[config.mk]
export PLATFORM = sky130hd
export DESIGN_NAME = fifo_with_remove_by_key_unit
export DESIGN_NICKNAME = d
export VERILOG_FILES = /design/src/rtl/fwrbk_pkg.sv /design/src/rtl/fwrbk_ctrl.sv /design/src/rtl/fwrbk_datapath.sv /design/src/rtl/fifo_with_remove_by_key_unit.sv
export SDC_FILE = /design/constraint.sdc
export NUM_CORES = 1
export LEC_CHECK = 0
export BUFFER_PORTS_ARGS = -buffer_cell sky130_fd_sc_hd__buf_2
export CAP_MARGIN = 10
export CORE_MARGIN = 4
export CORE_UTILIZATION = 64
export CTS_CLUSTER_SIZE = 16
export DETAILED_ROUTE_END_ITERATION = 12
export PLACE_DENSITY_LB_ADDON = 0.12
export RECOVER_POWER = 100
export SKIP_LAST_GASP = 1
export SYNTH_ARGS = -nofsm -noshare
export SYNTH_HDL_FRONTEND = slang
export SYNTH_SLANG_ARGS = --single-unit
[constraint.sdc]
create_clock -name i_clk -period 5 [get_ports i_clk]
set_clock_uncertainty 0.15 [all_clocks]
set_input_delay 0.25 -clock i_clk [delete_from_list [all_inputs] [get_ports i_clk]]
set_output_delay 0.25 -clock i_clk [all_outputs]
set_load 0.02 [all_outputs]
[src/rtl/fwrbk_pkg.sv]
package fwrbk_pkg;

    localparam int P_DEPTH = 16;
    localparam int VAL_W   = 16;
    localparam int OCC_W   = 5;

    typedef enum logic [1:0] {
        CMD_PUSH   = 2'd0,
        CMD_POP    = 2'd1,
        CMD_REMOVE = 2'd2
    } t_cmd;

    typedef enum logic [1:0] {
        STAT_OK        = 2'd0,
        STAT_FULL      = 2'd1,
        STAT_EMPTY     = 2'd2,
        STAT_NOT_FOUND = 2'd3
    } t_status;

    typedef struct packed {
        logic [1:0]       cmd;
        logic [VAL_W-1:0] item_value;
    } t_req;

    typedef struct packed {
        logic [1:0]       status;
        logic [VAL_W-1:0] removed_value;
        logic [OCC_W-1:0] occupancy;
    } t_rsp;

    // controller to datapath
    typedef struct packed {
        logic load;
        logic exec;
    } t_dp_ctrl;

endpackage

[src/rtl/fwrbk_ctrl.sv]
module fwrbk_ctrl
    import fwrbk_pkg::*;
(
    input  logic     i_clk,
    input  logic     i_rst_n,
    input  logic     start,
    output logic     busy,
    output t_dp_ctrl o_ctrl
);

    typedef enum logic [1:0] {
        S_IDLE = 2'b01,
        S_EXEC = 2'b10
    } t_state;

    t_state r_state;
    t_state n_state;

    always_comb begin
        n_state = r_state;
        case (r_state)
            S_IDLE: begin
                if (start) n_state = S_EXEC;
            end
            S_EXEC: begin
                n_state = S_IDLE;
            end
            default: begin
                n_state = S_IDLE;
            end
        endcase
    end

    always_ff @(posedge i_clk) begin
        if (!i_rst_n) begin
            r_state <= S_IDLE;
        end else begin
            r_state <= n_state;
        end
    end

    assign busy        = (r_state != S_IDLE);
    assign o_ctrl.load = (r_state == S_IDLE) && start;
    assign o_ctrl.exec = (r_state == S_EXEC);

`ifndef NO_ASSERTIONS
    a_load_to_exec: assert property (@(posedge i_clk) disable iff (!i_rst_n)
        o_ctrl.load |=> o_ctrl.exec)
        else $error("request taken without execute cycle");
    a_exec_single: assert property (@(posedge i_clk) disable iff (!i_rst_n)
        o_ctrl.exec |=> !o_ctrl.exec)
        else $error("execute lasted more than one cycle");
    a_no_load_busy: assert property (@(posedge i_clk) disable iff (!i_rst_n)
        busy |-> !o_ctrl.load)
        else $error("request loaded while busy");
`endif

endmodule

[src/rtl/fwrbk_datapath.sv]
module fwrbk_datapath
    import fwrbk_pkg::*;
#(
    parameter int DEPTH = P_DEPTH
) (
    input  logic     i_clk,
    input  logic     i_rst_n,
    input  t_dp_ctrl i_ctrl,
    input  t_req     i_req,
    output logic     o_done,
    output t_rsp     o_rsp
);

    localparam int CW = $clog2(DEPTH + 1);

    logic [VAL_W-1:0] r_slots [DEPTH];
    logic [VAL_W-1:0] n_slots [DEPTH];
    logic [VAL_W-1:0] up_slots [DEPTH];
    logic [CW-1:0]    r_count;
    logic [CW-1:0]    n_count;
    t_req             r_req;
    t_rsp             r_rsp;
    t_rsp             n_rsp;
    logic             r_done;

    logic [DEPTH-1:0] hit;
    logic [DEPTH-1:0] first_hit;
    logic [DEPTH-1:0] del_oh;
    logic [DEPTH-1:0] shift_mask;
    logic             full;
    logic             empty;
    logic             found;
    logic             push_ok;
    logic             del_en;

    // entry i takes its successor when shifting; the last keeps its own
    for (genvar g = 0; g < DEPTH; g++) begin : g_up
        if (g < DEPTH - 1) begin : g_mid
            assign up_slots[g] = r_slots[g+1];
        end else begin : g_last
            assign up_slots[g] = r_slots[g];
        end
    end

    always_comb begin
        for (int i = 0; i < DEPTH; i++) begin
            hit[i] = (CW'(i) < r_count) && (r_slots[i] == r_req.item_value);
        end
    end

    assign first_hit = hit & (~hit + DEPTH'(1));
    assign found     = |hit;
    assign full      = (r_count == CW'(DEPTH));
    assign empty     = (r_count == '0);

    always_comb begin
        n_rsp         = '0;
        n_rsp.status  = STAT_OK;
        push_ok       = 1'b0;
        del_en        = 1'b0;
        del_oh        = '0;
        case (r_req.cmd)
            CMD_PUSH: begin
                if (full) n_rsp.status = STAT_FULL;
                else      push_ok      = 1'b1;
            end
            CMD_POP: begin
                if (empty) begin
                    n_rsp.status = STAT_EMPTY;
                end else begin
                    del_en              = 1'b1;
                    del_oh              = DEPTH'(1);
                    n_rsp.removed_value = r_slots[0];
                end
            end
            CMD_REMOVE: begin
                if (empty) begin
                    n_rsp.status = STAT_EMPTY;
                end else if (!found) begin
                    n_rsp.status = STAT_NOT_FOUND;
                end else begin
                    del_en              = 1'b1;
                    del_oh              = first_hit;
                    n_rsp.removed_value = r_req.item_value;
                end
            end
            default: begin
                n_rsp.status = STAT_OK;
            end
        endcase
        n_count = r_count;
        if (push_ok)     n_count = r_count + CW'(1);
        else if (del_en) n_count = r_count - CW'(1);
        n_rsp.occupancy = OCC_W'(n_count);
    end

    // every slot at or after the deleted one moves forward
    assign shift_mask = ~(del_oh - DEPTH'(1));

    always_comb begin
        for (int i = 0; i < DEPTH; i++) begin
            n_slots[i] = r_slots[i];
            if (push_ok && (CW'(i) == r_count)) begin
                n_slots[i] = r_req.item_value;
            end else if (del_en && shift_mask[i]) begin
                n_slots[i] = up_slots[i];
            end
        end
    end

    always_ff @(posedge i_clk) begin
        if (i_ctrl.load) r_req <= i_req;
        if (i_ctrl.exec) begin
            r_rsp <= n_rsp;
            for (int i = 0; i < DEPTH; i++) begin
                r_slots[i] <= n_slots[i];
            end
        end
    end

    always_ff @(posedge i_clk) begin
        if (!i_rst_n) begin
            r_count <= '0;
            r_done  <= 1'b0;
        end else begin
            r_done <= i_ctrl.exec;
            if (i_ctrl.exec) r_count <= n_count;
        end
    end

    assign o_done = r_done;
    assign o_rsp  = r_rsp;

`ifndef NO_ASSERTIONS
    a_count_range: assert property (@(posedge i_clk) disable iff (!i_rst_n)
        r_count <= CW'(DEPTH))
        else $error("entry count above depth");
    a_done_after_exec: assert property (@(posedge i_clk) disable iff (!i_rst_n)
        i_ctrl.exec |=> o_done)
        else $error("no result after execute");
    a_push_grows: assert property (@(posedge i_clk) disable iff (!i_rst_n)
        (i_ctrl.exec && push_ok) |=> (r_count == $past(r_count) + CW'(1)))
        else $error("push did not grow the queue");
    a_single_delete: assert property (@(posedge i_clk) disable iff (!i_rst_n)
        i_ctrl.exec |-> $onehot0(del_oh))
        else $error("more than one entry selected for delete");
`endif

endmodule

[src/rtl/fifo_with_remove_by_key_unit.sv]
// A taken request is registered, then evaluated in the execute state; the result
// strobe o_done is registered from that state; no new request is taken while busy.
// All slots are compared, deleted and shifted in execute; the FSM then goes idle.
// Reset (synchronous, active low) empties the queue and clears busy and o_done;
// slot contents are not cleared. Results cannot be stalled by the receiver.
module fifo_with_remove_by_key_unit
    import fwrbk_pkg::*;
#(
    parameter int DEPTH = P_DEPTH
) (
    input  logic i_clk,
    input  logic i_rst_n,
    input  logic start,
    input  t_req i_req,
    output logic busy,
    output logic o_done,
    output t_rsp o_rsp
);

    t_dp_ctrl ctrl;

    fwrbk_ctrl u_ctrl (
        .i_clk   (i_clk),
        .i_rst_n (i_rst_n),
        .start   (start),
        .busy    (busy),
        .o_ctrl  (ctrl)
    );

    fwrbk_datapath #(
        .DEPTH (DEPTH)
    ) u_datapath (
        .i_clk   (i_clk),
        .i_rst_n (i_rst_n),
        .i_ctrl  (ctrl),
        .i_req   (i_req),
        .o_done  (o_done),
        .o_rsp   (o_rsp)
    );

endmodule
==> summary.md <==
| Metric | Value |
|---|---|
| Setup Viol. Count Final | 0 |
| Async SR Flop Fraction | 0 |
| Outcome | complete, but fails checks |
| Netlist cell types | slightly above 70 |
| Vias in the first global route | ~12000 |
| RSZ-0062 raised after global routing | no |
| TritonCTS Buffers | 34 |
| Setup crit end kind | flop |
| First-pass GRT wire length | around 73 mm |
| Startpoint Class | flop |
| H-tree depth | 2 |
| Register area | between 9000 and 10000 µm² |
| CTS max path bufs | 3 |
| Fin crit period | about 4.6 ns |
| Largest net degree at the start of global routing | 34 |
| Synthesized area | about 18000 µm² |
| Multi-input logic area | around 8000 µm² |
| Highest-count cells in the layout ignoring fill and taps | edfxtp_1, mux2_2, xnor2_1 |
| Clk root buf | clkbuf_16 |
| Cell Rows | 60 |
| Syn Area/Cell | 12.9 µm² |
| Die Y | 175 µm |
| Cts hold-fix bufs | 19 |
| Max cap viols | 1 |
| Antenna Cells | 0 |
| Share of cells above drive strength 1 | 0.247 |
| R2r setup slk | approximately 0.37 ns |
| Layout filler cell count | ~1900 |
| CP Data Required Time | between 5 and 6 ns |
| Vias | ~12000 |
| CP max FO | 16 |
| Residual DRC | 0 |
| CTS tree | yes |
| Vias/cell | between 6 and 7 |
| Min-delay worst type | input pin to flop |
| Starting density of the core | 0.655 |
| Routed wire length | ~48 mm |
| Nets | about 1500 |
| Iteration count of the initial detailed-routing pass | 5 |
| Clock-pin slew on the worst setup and hold paths | 0.06 ns |
| WL per Instance | 26.5 µm |
| Global Route Usage Sum | 0.313 |
| Number of synthesized register bits | between 300 and 400 |
| Area Overhead vs Synth | 8.81% |
| CP Class | flop to flop |
| Failing checks | max-capacitance violations, max-slew violations |
| Number of DRC markers in iteration 0 | 1504 |
| Post-DP HPWL | 33.8 mm |
| CTS Sinks | between 300 and 400 |
| DIE AREA | 30600 µm² |
| Max Transition Viols Final | 28 |
| Number of antenna violations at the first check in global routing | 0 |
| Mapped Cells | between 1000 and 1500 |
| Fin crit share | 0.926 |
| Sequential fraction of the synthesis area | 0.510 |
| PortBufs | 45 |
| LEAKAGE | ~6.3 nW |
| Overflow after GRT | 0 |
| Slew headroom | -0.0133 |
| Final Core Density | 0.713 |
| Setup TNS | 0 ns |
| Worst-Skew Late Latency | 0.52 ns |
| Slew @ Worst Pin | 1.52 ns |
| Postcts setup bufs | 0 |
| Placer Congestion | 0.978 |
| Endpoints failing hold | 0 |
| Die X | 175 µm |
| Post-synth EDFFs | 297 |
| Power density over cell area | approximately 290 nW/µm² |
| Fmax | 0.216 GHz |
| CP Launch Point | u_datapath.r_req[13] |
| Fin Hold WS | 0.0892 ns |
| Core area | between 20000 and 30000 µm² |
| Worst VDD drop | approximately 0.00030 V |
| Yosys warning count | 0 |
| Most common cell after layout, fill and taps aside | edfxtp_1 |
| Synth Flop Type | edfxtp_1 |
| Post_cts resized | 0 |
| Synth Net Count | approximately 1400 |
| Io pins | between 40 and 50 |
| Antenna-violating nets left | 0 |
| Worst Min Path Start | i_rst_n |
| Reg2reg start | u_datapath.r_req[13] |
| Critical path arrival | around 4.7 ns |
[path summary, 6_finish.rpt]
check | endpoint | depth (start not counted)
setup / recovery | u_datapath.r_slots[0][27] | 12
hold / removal | u_datapath.r_count[0] | 2
setup reg to reg | u_datapath.r_slots[0][27] | 12
hold reg to reg | u_datapath.r_slots[2][50] | 1
[report_power, final]
part	internal, mW	switching [mW]	leakage [nW]
clock	1.27	1.02	0.481
combinational	0.175	0.306	3.03
sequential	2.79	0.0498	2.76
[synthesized netlist by cell type, types with 5 or more instances]
master	instances	area share
edfxtp_1	297	0.50
mux2_2	241	0.15
xnor2_1	134	0.066
xor2_1	129	0.063
clkbuf_1	50	0.011
nand4_1	48	0.017
nor4_1	46	0.016
nand2_1	44	0.0093
nand3_1	34	0.0096
nor2_1	33	0.0070
buf_6	26	0.016
nor3_1	23	0.0065
a21oi_1	21	0.0059
a22o_1	16	0.0079
buf_2	16	0.0045
o21ai_0	14	0.0039
nor4b_1	13	0.0064
and3_1	11	0.0039
and2_1	10	0.0035
buf_4	10	0.0042
ha_1	10	0.0070
nand4b_1	10	0.0049
dfxtp_1	8	0.0090
inv_1	8	0.0017
or3_1	8	0.0028
a31oi_1	7	0.0025
nor4bb_1	7	0.0039
nor3b_1	6	0.0025
o21a_1	6	0.0025
or4_1	6	0.0025
nand2b_1	5	0.0018
nand3b_1	5	0.0021
o211ai_1	5	0.0021
[sequential cells by signal, summed over array words and instances (netlist names)]
name / flops
u_datapath.r_slots: 256
u_datapath.r_count: 5
u_datapath.o_rsp: 23
u_datapath.r_req: 18
u_datapath.o_done: 1
u_ctrl.r_state: 2
[per-layer routing]
| layer | global-route usage | part of all wire | up-vias |
|---|---|---|---|
| met1 | 0.491 | 0.45 | 5994 |
| met2 | 0.454 | 0.43 | 632 |
| met5 | 0 | 0 | - |
| li1 | - | - | 5286 |
| met4 | 0.0792 | 0.024 | 0 |
| met3 | 0.0547 | 0.097 | 85 |
[worst max-delay path: stages, from the launching register on]
cell      delay (ns)
edfxtp_1        0.79
clkbuf_1        0.72
xor2_1          0.22
or4_1           0.44
nor3_1          0.14
nand4_1         0.33
nand4_4         0.23
nor4_4          0.09
o21ai_2         0.30
buf_4           0.25
nand2_1         0.07
a21oi_1         0.14
clkbuf_2        0.41
[kinds of logic (layout without fill, tap and decap cells)]
group	count (synthesis)	count (layout)	share of synthesized area
xor gates and xnor gates	263	263	0.129
AOI/OAI and AO/OA	96	96	0.0385
buffers and inverters	117	189	0.0413
DFF	305	305	0.510
adders and majority gates	10	10	0.00703
and+or+nand+nor	345	345	0.120
muxes	243	243	0.154
[per-stage QoR]
step	instance area [µm²]	instances	total power, mW	setup slack (ns)
after floorplan	17800	1379	3.22	0.557
after global placement	18300	1746	3.35	0.573
after detailed placement	18300	1746	3.35	0.613
after CTS	19500	1823	5.62	0.587
after global routing	19400	1823	5.78	0.153
final	19400	1823	5.61	0.371
[cell type report]
| cell class | count | area share |
|---|---|---|
| clock buffers | 42 | 0.0460 |
| clock inverters | 16 | 0.00478 |
| inverters | 8 | 0.00155 |
| multi-input cells | 957 | 0.413 |
| flip-flops and latches | 305 | 0.469 |
| well taps | 372 | 0.0240 |
| repair buffers | 123 | 0.0422 |
Power figures use the tool's default switching activity.
